### src/hdl/hmbd_pkg.sv
// Shared constants and controller/datapath types for the memory bus decoder.
package hmbd_pkg;

    localparam int BIOS_BYTES  = 16384;
    localparam int IO_BYTES    = 1024;
    localparam int ROM_BYTES   = 1048576;
    localparam int EWRAM_BYTES = 262144;
    localparam int IWRAM_BYTES = 32768;
    localparam int SMALL_BYTES = 1024;
    localparam int VRAM_BYTES  = 98304;

    localparam int BIOS_WORDS  = BIOS_BYTES / 4;
    localparam int IO_WORDS    = IO_BYTES / 4;
    localparam int ROM_WORDS   = ROM_BYTES / 4;
    localparam int EWRAM_WORDS = EWRAM_BYTES / 4;
    localparam int IWRAM_WORDS = IWRAM_BYTES / 4;
    localparam int SMALL_WORDS = SMALL_BYTES / 4;
    localparam int VRAM_WORDS  = VRAM_BYTES / 4;

    // clearing sweep covers the deepest zero-reset store
    localparam int CLR_WORDS = EWRAM_WORDS;
    localparam int CLR_W     = $clog2(CLR_WORDS);

    localparam logic [1:0] OP_READ    = 2'd0;
    localparam logic [1:0] OP_WRITE   = 2'd1;
    localparam logic [1:0] OP_PRELOAD = 2'd2;
    localparam logic [1:0] OP_NOP     = 2'd3;

    localparam logic [1:0] SZ_BYTE = 2'd0;
    localparam logic [1:0] SZ_HALF = 2'd1;
    localparam logic [1:0] SZ_WORD = 2'd2;
    localparam logic [1:0] SZ_RSVD = 2'd3;

    localparam logic [3:0] RG_BIOS  = 4'h0;
    localparam logic [3:0] RG_EWRAM = 4'h2;
    localparam logic [3:0] RG_IWRAM = 4'h3;
    localparam logic [3:0] RG_IO    = 4'h4;
    localparam logic [3:0] RG_PAL   = 4'h5;
    localparam logic [3:0] RG_VRAM  = 4'h6;
    localparam logic [3:0] RG_OAM   = 4'h7;
    localparam logic [3:0] RG_ROM_LO = 4'h8;
    localparam logic [3:0] RG_ROM_HI = 4'hD;
    localparam logic [3:0] RG_FLASH_LO = 4'hE;

    localparam logic [3:0] MEM_NONE  = 4'd0;
    localparam logic [3:0] MEM_BIOS  = 4'd1;
    localparam logic [3:0] MEM_EWRAM = 4'd2;
    localparam logic [3:0] MEM_IWRAM = 4'd3;
    localparam logic [3:0] MEM_IO    = 4'd4;
    localparam logic [3:0] MEM_PAL   = 4'd5;
    localparam logic [3:0] MEM_VRAM  = 4'd6;
    localparam logic [3:0] MEM_OAM   = 4'd7;
    localparam logic [3:0] MEM_ROM   = 4'd8;

    localparam logic [1:0] CFG_ROM_BYTES = 2'd0;

    typedef struct packed {
        logic clr;
        logic load;
        logic mem_go;
        logic fmt;
    } t_cmd;

    typedef struct packed {
        logic clr_done;
    } t_sts;

endpackage

### src/hdl/hmbd_ctrl.sv
// Controller: clearing sweep, accept, memory access, format and output beat.
module hmbd_ctrl (
    input  logic          i_clk,
    input  logic          i_rst_n,
    input  logic          i_in_valid,
    output logic          o_in_ready,
    output logic          o_out_valid,
    input  logic          i_out_ready,
    input  hmbd_pkg::t_sts i_sts,
    output hmbd_pkg::t_cmd o_cmd
);
    import hmbd_pkg::*;

    localparam logic [2:0] ST_CLR  = 3'd0;
    localparam logic [2:0] ST_IDLE = 3'd1;
    localparam logic [2:0] ST_MEM  = 3'd2;
    localparam logic [2:0] ST_FMT  = 3'd3;
    localparam logic [2:0] ST_OUT  = 3'd4;

    logic [2:0] r_state, n_state;

    always_comb begin
        n_state = r_state;
        unique case (r_state)
            ST_CLR:  if (i_sts.clr_done) n_state = ST_IDLE;
            ST_IDLE: if (i_in_valid) n_state = ST_MEM;
            ST_MEM:  n_state = ST_FMT;
            ST_FMT:  n_state = ST_OUT;
            ST_OUT:  if (i_out_ready) n_state = ST_IDLE;
            default: n_state = ST_CLR;
        endcase
    end

    always_ff @(posedge i_clk) begin
        if (!i_rst_n) begin
            r_state <= ST_CLR;
        end else begin
            r_state <= n_state;
        end
    end

    assign o_in_ready  = (r_state == ST_IDLE);
    assign o_out_valid = (r_state == ST_OUT);
    assign o_cmd.clr    = (r_state == ST_CLR);
    assign o_cmd.load   = (r_state == ST_IDLE) && i_in_valid;
    assign o_cmd.mem_go = (r_state == ST_MEM);
    assign o_cmd.fmt    = (r_state == ST_FMT);
endmodule

### config.mk
export PLATFORM = sky130hd
export DESIGN_NAME = hmbd_ctrl
export DESIGN_NICKNAME = d
export VERILOG_FILES = /design/src/hdl/hmbd_pkg.sv /design/src/hdl/hmbd_ctrl.sv
export SDC_FILE = /design/constraint.sdc
export NUM_CORES = 1
export LEC_CHECK = 0
export BUFFER_PORTS_ARGS = -buffer_cell sky130_fd_sc_hd__buf_2
export CORE_AREA = 2 2 39 41
export CTS_CLUSTER_SIZE = 30
export DETAILED_ROUTE_END_ITERATION = 12
export DIE_AREA = 0 0 41 43
export PLACE_DENSITY_LB_ADDON = 0.15
export SKIP_LAST_GASP = 1
export SLEW_MARGIN = 20
export SYNTH_ARGS = -nofsm -noshare
export SYNTH_HDL_FRONTEND = slang
export SYNTH_SLANG_ARGS = --single-unit
export TNS_END_PERCENT = 20
### constraint.sdc
create_clock -name i_clk -period 1.3 [get_ports i_clk]
set_clock_uncertainty 0.1 [all_clocks]
set_input_delay 0.195 -clock i_clk [delete_from_list [all_inputs] [get_ports i_clk]]
set_output_delay 0.195 -clock i_clk [all_outputs]
set_load 0.1 [all_outputs]
==> results of run 1 <==
-- worst paths after layout --
kind                   start  cells after the start          to  slack, ns
setup / recovery  r_state[2]                      3    o_cmd[1]      -0.10
hold / removal       i_rst_n                      2  r_state[2]       0.11
setup reg to reg  r_state[1]                      3  r_state[0]       0.10
hold reg to reg   r_state[2]                      2  r_state[1]       0.46
-- power by group --
part           total (mW)  internal (mW)  leakage [nW]  switching [mW]
Combinational       0.235         0.0993         0.157           0.136
Sequential          0.111         0.0993        0.0261          0.0115
Clock               0.160          0.115        0.0150          0.0450
Total               0.505          0.313         0.198           0.192
-- routing by layer --
metal | track usage | vias up
met2 | 0.122 | 6
li1 | - | 115
met3 | 0.0471 | 0
met4 | 0.0400 | 0
met1 | 0.0806 | 112
met5 | 0 | -
-- critical path, delay by kind of cell (launching register included) --
family,cells,cell delay [ns]
buf+inv,2,0.34
flops,1,0.33
simple gates,1,0.21
-- per-stage QoR --
step / power [mW] / hold slack [ns] / setup TNS (ns)
CTS: 0.514 / 0.0979 / -0.638
floorplan: 0.270 / 0.213 / -1.15
detailed placement: 0.342 / 0.344 / 0
global placement: 0.340 / 0.340 / 0
finish: 0.505 / 0.110 / -0.462
global route: 0.537 / 0.112 / -0.737
-- cells in the final DEF, fill, tap and decap left out --
cell      netlist  final
o31a_1          1      1
nor3_4          0      2
and3b_2         1      1
nor2_1          2      1
nor2_4          0      1
dfxtp_2         0      2
o21a_1          1      1
nor4b_1         1      1
nor3b_4         0      2
clkbuf_4        0      3
nor3b_2         2      2
mux2_4          1      1
buf_12          0      7
buf_2           0      4
buf_6           1      2
nand2_1         1      1
nor3_1          4      2
clkbuf_1        0      1
dfxtp_4         0      1
buf_4           3      3
nand2b_4        1      1
-- cell type report --
type                    instances  share of cell area
clock buffers                   4              0.0520
well taps                      16              0.0396
multi-input cells              17               0.371
flip-flops and latches          3               0.131
repair buffers                 16               0.406
-- logic make-up after synthesis --
group,count (synthesis),synth area share
AND/OR/NAND/NOR,14,0.454
buffers and inverters,4,0.148
flip-flops,3,0.262
AO/OA/AOI/OAI,2,0.0711
multiplexers,1,0.0656
-- timing repair --
item | 4_1_cts | 5_1_grt
buffers inserted | 0 | 1
pin swaps | 2 | 1
setup endpoints to repair | 6 | 6
hold buffers | 0 | 0
gates resized for setup | 4 | 1
==> results.toml, run 1 <==
[status]
status = "finished with violations"
violations = "setup timing"

[synthesis]
ys_async_sr_fraction = 0
yosys.area.top_type = "dfxtp_1"
synth-seq-cells = 3
ys_types = 14
synthFlopType = "dfxtp_1"
syn_area_um2 = 229
synth_common_cells = "nor3_1, buf_4, dfxtp_1"
synth.net_count = 29
synth_top_cell_area_share = 0.262
synth_area_leaders = "dfxtp_1, nor3b_2, buf_4"
synth_edf_count = 0
syn_avg_cell_area_um2 = 9.54
ys_seq_area_frac = 0.262
yosysWarnings = 0
yosysMostFrequentCell = "nor3_1"
syn-instance-count = 24

[power_and_ir_drop]
p_per_area_mw_per_mm2 = 1000
p_leak_nw = 0.198
ir_worst_vdd_mv = 0.470

[clock_tree]
cts_htree_levels = 1
cts_tree = "yes"
cts-root-buf = "clkbuf_4"
numClockSinks = 3
cts_buffers = 3
cts_buffer_depth = 2
clock_latency_ns = 0.23
clk_pin_slew_ns = 0.04

[layout]
fin_util = 0.365
syn_to_final_growth_pct = 121
multi_input_area_um2 = 188
largest-register = "r_state"
final_cells = 56
seqCellArea_um2 = 66.3
reg.largest.list = "r_state x3"
antenna_cells = 0
drive_above_1_share = 0.800
nets = 46
stdcell_area_um2 = 505
largest_reg_flops = 3
fillers = 139

[sta]
tightest_slew_ns = 0.367
finalCriticalPeriod_ns = 1.40
slew_headroom = 0.752
finalSetupViolations = 6
rsz0062_at_grt = "true"
drv_slew = 0
hold_violations = 0
clock.fmax_ghz = 0.713
fin_ws_ns = -0.103
min_period_over_period = 1.08

[placement]
dpl_cell_area_um2 = 459
place_hpwl_um = 452
numPortBuffers = 10
place_congestion = 0.750
dp_cells = 51
pre_cts_ws_ns = 0.0683

[setup_path]
critPathMostFrequentCell = "buf_12"
end_kind = "primary output"
critPathSlowestCell = "dfxtp_2"
crit_fanout = 4
worstSetupPathType = "reg -> out"
cp_data_required_time_ns = 1.00
worstPathArrival_ns = 1.11
startpoint_type = "flip-flop"
crit_chain = "buf_12, nor3b_4, buf_12"
critPathMaxStageDelay_ns = 0.33

[global_routing]
first_global_vias = 235
grt_usage = 0.0794
grt_max_degree = 10
gr-total-overflow = 0
antenna_found_initial = 0
grt_first_pass_wirelength_um = 910

[routing]
first_pass_iters = 2
via_count = 233
maxUsedRoutingLayer = "met3"
final_antenna_net_count = 0
viasPerCell = 4.16
wl_met2_um = 309
drc = 0
met1_length_um = 191
drt_iter0_drc = 3
wire_per_inst_um = 9.54
wirelength_um = 534
met3WireLength_um = 32

[die]
initial_core_util = 0.165
die_height_um = 43
core_mm2 = 0.00138
die-width_um = 41
dieArea_mm2 = 0.00176
rows = 14
pin_count = 11

[flow_run]
max_cap_violations = 0

[min_path]
min_path_type = "in -> reg"
(Power assumes the default switching activity.)
==> inputs of run 2 (changes only) <==
==> constraint.sdc (replaced) <==
create_clock -name i_clk -period 1.7 [get_ports i_clk]
set_clock_uncertainty 0.1 [all_clocks]
set_input_delay 0.085 -clock i_clk [delete_from_list [all_inputs] [get_ports i_clk]]
set_output_delay 0.085 -clock i_clk [all_outputs]
set_load 0.1 [all_outputs]
==> run 2 against run 1 <==
Against the previous run:
- the run now ends clean
- clock power fell by 23%
- wire length down 7.1%
- flip-flop and latch count unchanged
- setup slack gained 0.19 ns
- highest routed layer unchanged
- critical endpoint unchanged
- utilization down 11 points
==> results.toml, run 2 (same netlist as run 1, synthesis figures left out) <==
[status]
status = "complete, no violations"

[layout]
final_cells = 51
fillers = 157
fin_util = 0.258
nets = 41
syn_to_final_growth_pct = 55.7
drive_above_1_share = 0.657
largest_reg_flops = 3
antenna_cells = 0
seqCellArea_um2 = 60.1
multi_input_area_um2 = 158
largest-register = "r_state"
reg.largest.list = "r_state x3"
layout_commonest_cell = "buf_2"
final_cell_mix = "buf_2, nor3b_2, clkbuf_4, dfxtp_1"

[setup_path]
endpoint = "o_cmd[1]"
worstPathArrival_ns = 1.43
regToRegEndpoint = "r_state[0]"
worstSetupPathType = "reg -> out"
end_kind = "primary output"
reg2reg_depth = 3
cp_data_required_time_ns = 1.51
crit_fanout = 9
startpoint_type = "flip-flop"
r2r_setup_slack_ns = 0.40
crit_start = "r_state[1]"
r2r_start = "r_state[1]"

[min_path]
min_path_type = "in -> reg"
hold_depth = 3

[clock_tree]
numClockSinks = 3
cts_tree = "yes"
clk_pin_slew_ns = 0.04
cts_buffers = 3
cts_setup_buffers = 0
clock_latency_ns = 0.23
cts-root-buf = "clkbuf_4"
cts_buffer_depth = 2
cts_htree_levels = 1

[global_routing]
antenna_found_initial = 0
grt_first_pass_wirelength_um = 786
grt_max_degree = 12
gr-total-overflow = 0
first_global_vias = 187
grt_usage = 0.0673

[power_and_ir_drop]
ir_worst_vdd_mv = 0.247
p_per_area_mw_per_mm2 = 942
p_leak_nw = 0.153

[sta]
fin_ws_ns = 0.0875
finalCriticalPeriod_ns = 1.61
clock.fmax_ghz = 0.620
slew_headroom = 0.677
drv_slew = 0
rsz0062_at_grt = "false"
min_period_over_period = 0.949
hold_violations = 0
finalSetupViolations = 0
tightest_slew_ns = 0.488
hold_slack_ns = 0.0752

[die]
initial_core_util = 0.165
pin_count = 11
die_height_um = 43
rows = 14
die-width_um = 41
core_mm2 = 0.00138
dieArea_mm2 = 0.00176

[placement]
place_congestion = 0.734
numPortBuffers = 10
pre_cts_ws_ns = 0.296
dp_cells = 46

[routing]
wire_per_inst_um = 9.73
final_antenna_net_count = 0
wirelength_um = 496
drc = 0
drt_iter0_drc = 0
first_pass_iters = 1
viasPerCell = 4.02
via_count = 205

[flow_run]
max_cap_violations = 0
run 2: cell types whose count changed in the layout (fill, tap and decap cells not counted), sizes merged:
cell         before  now
dlygate4sd3       0    1
clkbuf            4    5
buf              16    9
run 2: layout make-up:
class / count / share of cell area
clock buffer: 4 / 0.0737
multi-input combinational: 17 / 0.442
sequential: 3 / 0.168
tap: 16 / 0.0561
timing repair buffer: 11 / 0.260
run 2: report_power, final:
group | internal, mW | total [mW] | switching [mW]
logic | 0.0364 | 0.123 | 0.0871
registers | 0.0752 | 0.0890 | 0.0138
clock network | 0.0879 | 0.123 | 0.0356
run 2: worst min path at each step:
stage	start	to	slack [ns]
3_5_place_dp	i_rst_n	r_state[2]	0.22
3_3_place_gp	i_rst_n	r_state[2]	0.23
5_1_grt	i_out_ready	r_state[2]	0.09
6_report	i_out_ready	r_state[2]	0.08
4_1_cts	i_out_ready	r_state[2]	0.07
2_1_floorplan	i_rst_n	r_state[2]	0.10
run 2: metal layers:
layer	GRT usage	part of all wire
met1	0.0997	0.47
met2	0.0750	0.49
met3	0.0157	0.034
met4	0.0600	0
met5	0	0
run 2: per-stage QoR:
| step | setup TNS [ns] | cell area, um2 | power [mW] |
|---|---|---|---|
| after floorplan | -0.601 | 251 | 0.192 |
| after global placement | 0 | 318 | 0.210 |
| after detailed placement | 0 | 318 | 0.212 |
| after CTS | 0 | 354 | 0.343 |
| after global routing | 0 | 357 | 0.353 |
| final | 0 | 357 | 0.336 |
run 2: repair_timing:
action	in CTS	in global routing
resized for setup	0	1
hold buffers	1	0
endpoints found under the setup margin	0	1
hold endpoints to repair	2	0
run 2: worst max-delay path: stages (launching register included):
cell	delay, ns
dfxtp_1	0.54
nor3b_2	0.22
buf_2	0.44
==> inputs of run 3 (changes only) <==
==> constraint.sdc (replaced) <==
create_clock -name i_clk -period 1.7 [get_ports i_clk]
set_clock_uncertainty 0.1 [all_clocks]
set_input_delay 0.34 -clock i_clk [delete_from_list [all_inputs] [get_ports i_clk]]
set_output_delay 0.34 -clock i_clk [all_outputs]
set_load 0.1 [all_outputs]
==> run 3 against run 2 <==
Against the previous run:
- worst hold slack improved by 0.17 ns
- cell count is 2.0% higher
- sequential power increased by 1%
- count of clock-buffer cells in the layout did not move
- wire length increased by 4.2%
- critical path type unchanged
==> results.toml, run 3 (same netlist as run 1, synthesis figures left out) <==
[sta]
tightest_slew_ns = 0.248
min_period_over_period = 0.974
finalSetupViolations = 0
rsz0062_at_grt = "false"
clock.fmax_ghz = 0.604
hold_violations = 0
slew_headroom = 0.832
hold_slack_ns = 0.241
drv_slew = 0
finalCriticalPeriod_ns = 1.66
fin_ws_ns = 0.0444

[power_and_ir_drop]
sw_frac_of_total = 0.388
p_leak_nw = 0.174
seqPwrFrac = 0.242
p_sw_mw = 0.144
p_comb_frac = 0.422
ir_worst_vdd_mv = 0.263
p_per_area_mw_per_mm2 = 856
clock_power_share = 0.336
internal_power_mw = 0.228

[status]
status = "complete, no violations"

[layout]
largest_reg_flops = 3
antenna_cells = 0
nets = 42
stdcell_area_um2 = 435
final_cells = 52
final_cell_mix = "buf_12, buf_2, clkbuf_4, dfxtp_2"
drive_above_1_share = 0.778
syn_to_final_growth_pct = 90.2
largest-register = "r_state"
reg.largest.list = "r_state x3"
layout_commonest_cell = "buf_12"

[placement]
numPortBuffers = 10
pre_cts_ws_ns = 0.163
dp_cells = 48
place_congestion = 0.699
dpl_cell_area_um2 = 405

[global_routing]
antenna_found_initial = 0
grt_usage = 0.0782
gr-total-overflow = 0
grt_first_pass_wirelength_um = 821
first_global_vias = 212
grt_max_degree = 11

[setup_path]
cp_data_required_time_ns = 1.26
critPathMaxStageDelay_ns = 0.38
end_kind = "primary output"
crit_fanout = 6
cp_top_family = "flip-flops"
startpoint_type = "flip-flop"
critPathBufInv = 2
critPathSlowestCell = "dfxtp_2"
worstSetupPathType = "reg -> out"
worstPathArrival_ns = 1.22
crit_chain = "buf_4, nor3_2, buf_12"

[flow_run]
max_cap_violations = 0

[clock_tree]
numClockSinks = 3
cts-root-buf = "clkbuf_4"
clock_latency_ns = 0.23
cts_buffer_depth = 2
clk_pin_slew_ns = 0.04
cts_htree_levels = 1
cts_hold_buf = 0
cts_buffers = 3
cts_tree = "yes"

[routing]
wirelength_um = 517
final_antenna_net_count = 0
drc = 0
wire_per_inst_um = 9.94
viasPerCell = 4.08
first_pass_iters = 2
drt_iter0_drc = 1
via_count = 212

[die]
die-width_um = 41
pin_count = 11
die_height_um = 43
dieArea_mm2 = 0.00176
initial_core_util = 0.165
core_mm2 = 0.00138
rows = 14

[min_path]
min_path_type = "in -> reg"
## run 3: changes by cell type in the layout (fill, tap and decap cells not counted)
cell	change
dfxtp_2	+3
nor3b_2	-2
dfxtp_1	-3
buf_12	+4
dlygate4sd3_1	-1
buf_2	-3
nor3b_4	+2
buf_4	+2
clkbuf_4	-1
## run 3: final cells by class
class	count	area [um2]
fill	147	948
multi-input combinational	17	170
timing repair buffer	12	155
sequential	3	63.8
clock buffer	4	26.3
tap	16	20.0
## run 3: power by group through the flow
stage,Sequential (mW),Clock [mW],Combinational [mW]
after floorplan,0.0777,0,0.120
after global placement,0.0899,0,0.157
after detailed placement,0.0903,0,0.158
after CTS,0.0903,0.133,0.158
after global routing,0.0915,0.137,0.162
final,0.0902,0.125,0.157
## run 3: path summary, 6_finish.rpt
check,from,endpoint,slack [ns],cells past startpoint
max,r_state[2],o_cmd[2],0.04,3
min,i_rst_n,r_state[2],0.24,2
max reg2reg,r_state[2],r_state[0],0.52,3
min reg2reg,r_state[1],r_state[1],0.58,2
## run 3: repair_timing
action	4_1_cts	5_1_grt
cloned	0	0
endpoints found under the hold margin	0	0
resized for setup	2	1
setup buffers	0	0
setup endpoints to repair	5	3
## run 3: worst reg2reg max path: cells and delay by family (launching register included)
kind	cells	cell delay (ns)
buffers and inverters	1	0.18
AOI/OAI and AO/OA	1	0.29
DFF	1	0.45
and+or+nand+nor	1	0.05
## run 3: through the flow
step	util	TNS [ns]	power, mW
floorplan	-	-1.01	0.198
global placement	0.293	0	0.247
detailed placement	0.293	0	0.248
CTS	0.314	-0.0561	0.381
global route	0.315	0	0.390
finish	0.315	0	0.373
## run 3: metal layers
layer / routed length (um) / share of wire / track usage
met5: 0 / 0 / 0
met4: 13 / 0.025 / 0.100
met3: 30 / 0.058 / 0.0471
met2: 270 / 0.52 / 0.0938
met1: 203 / 0.39 / 0.0767
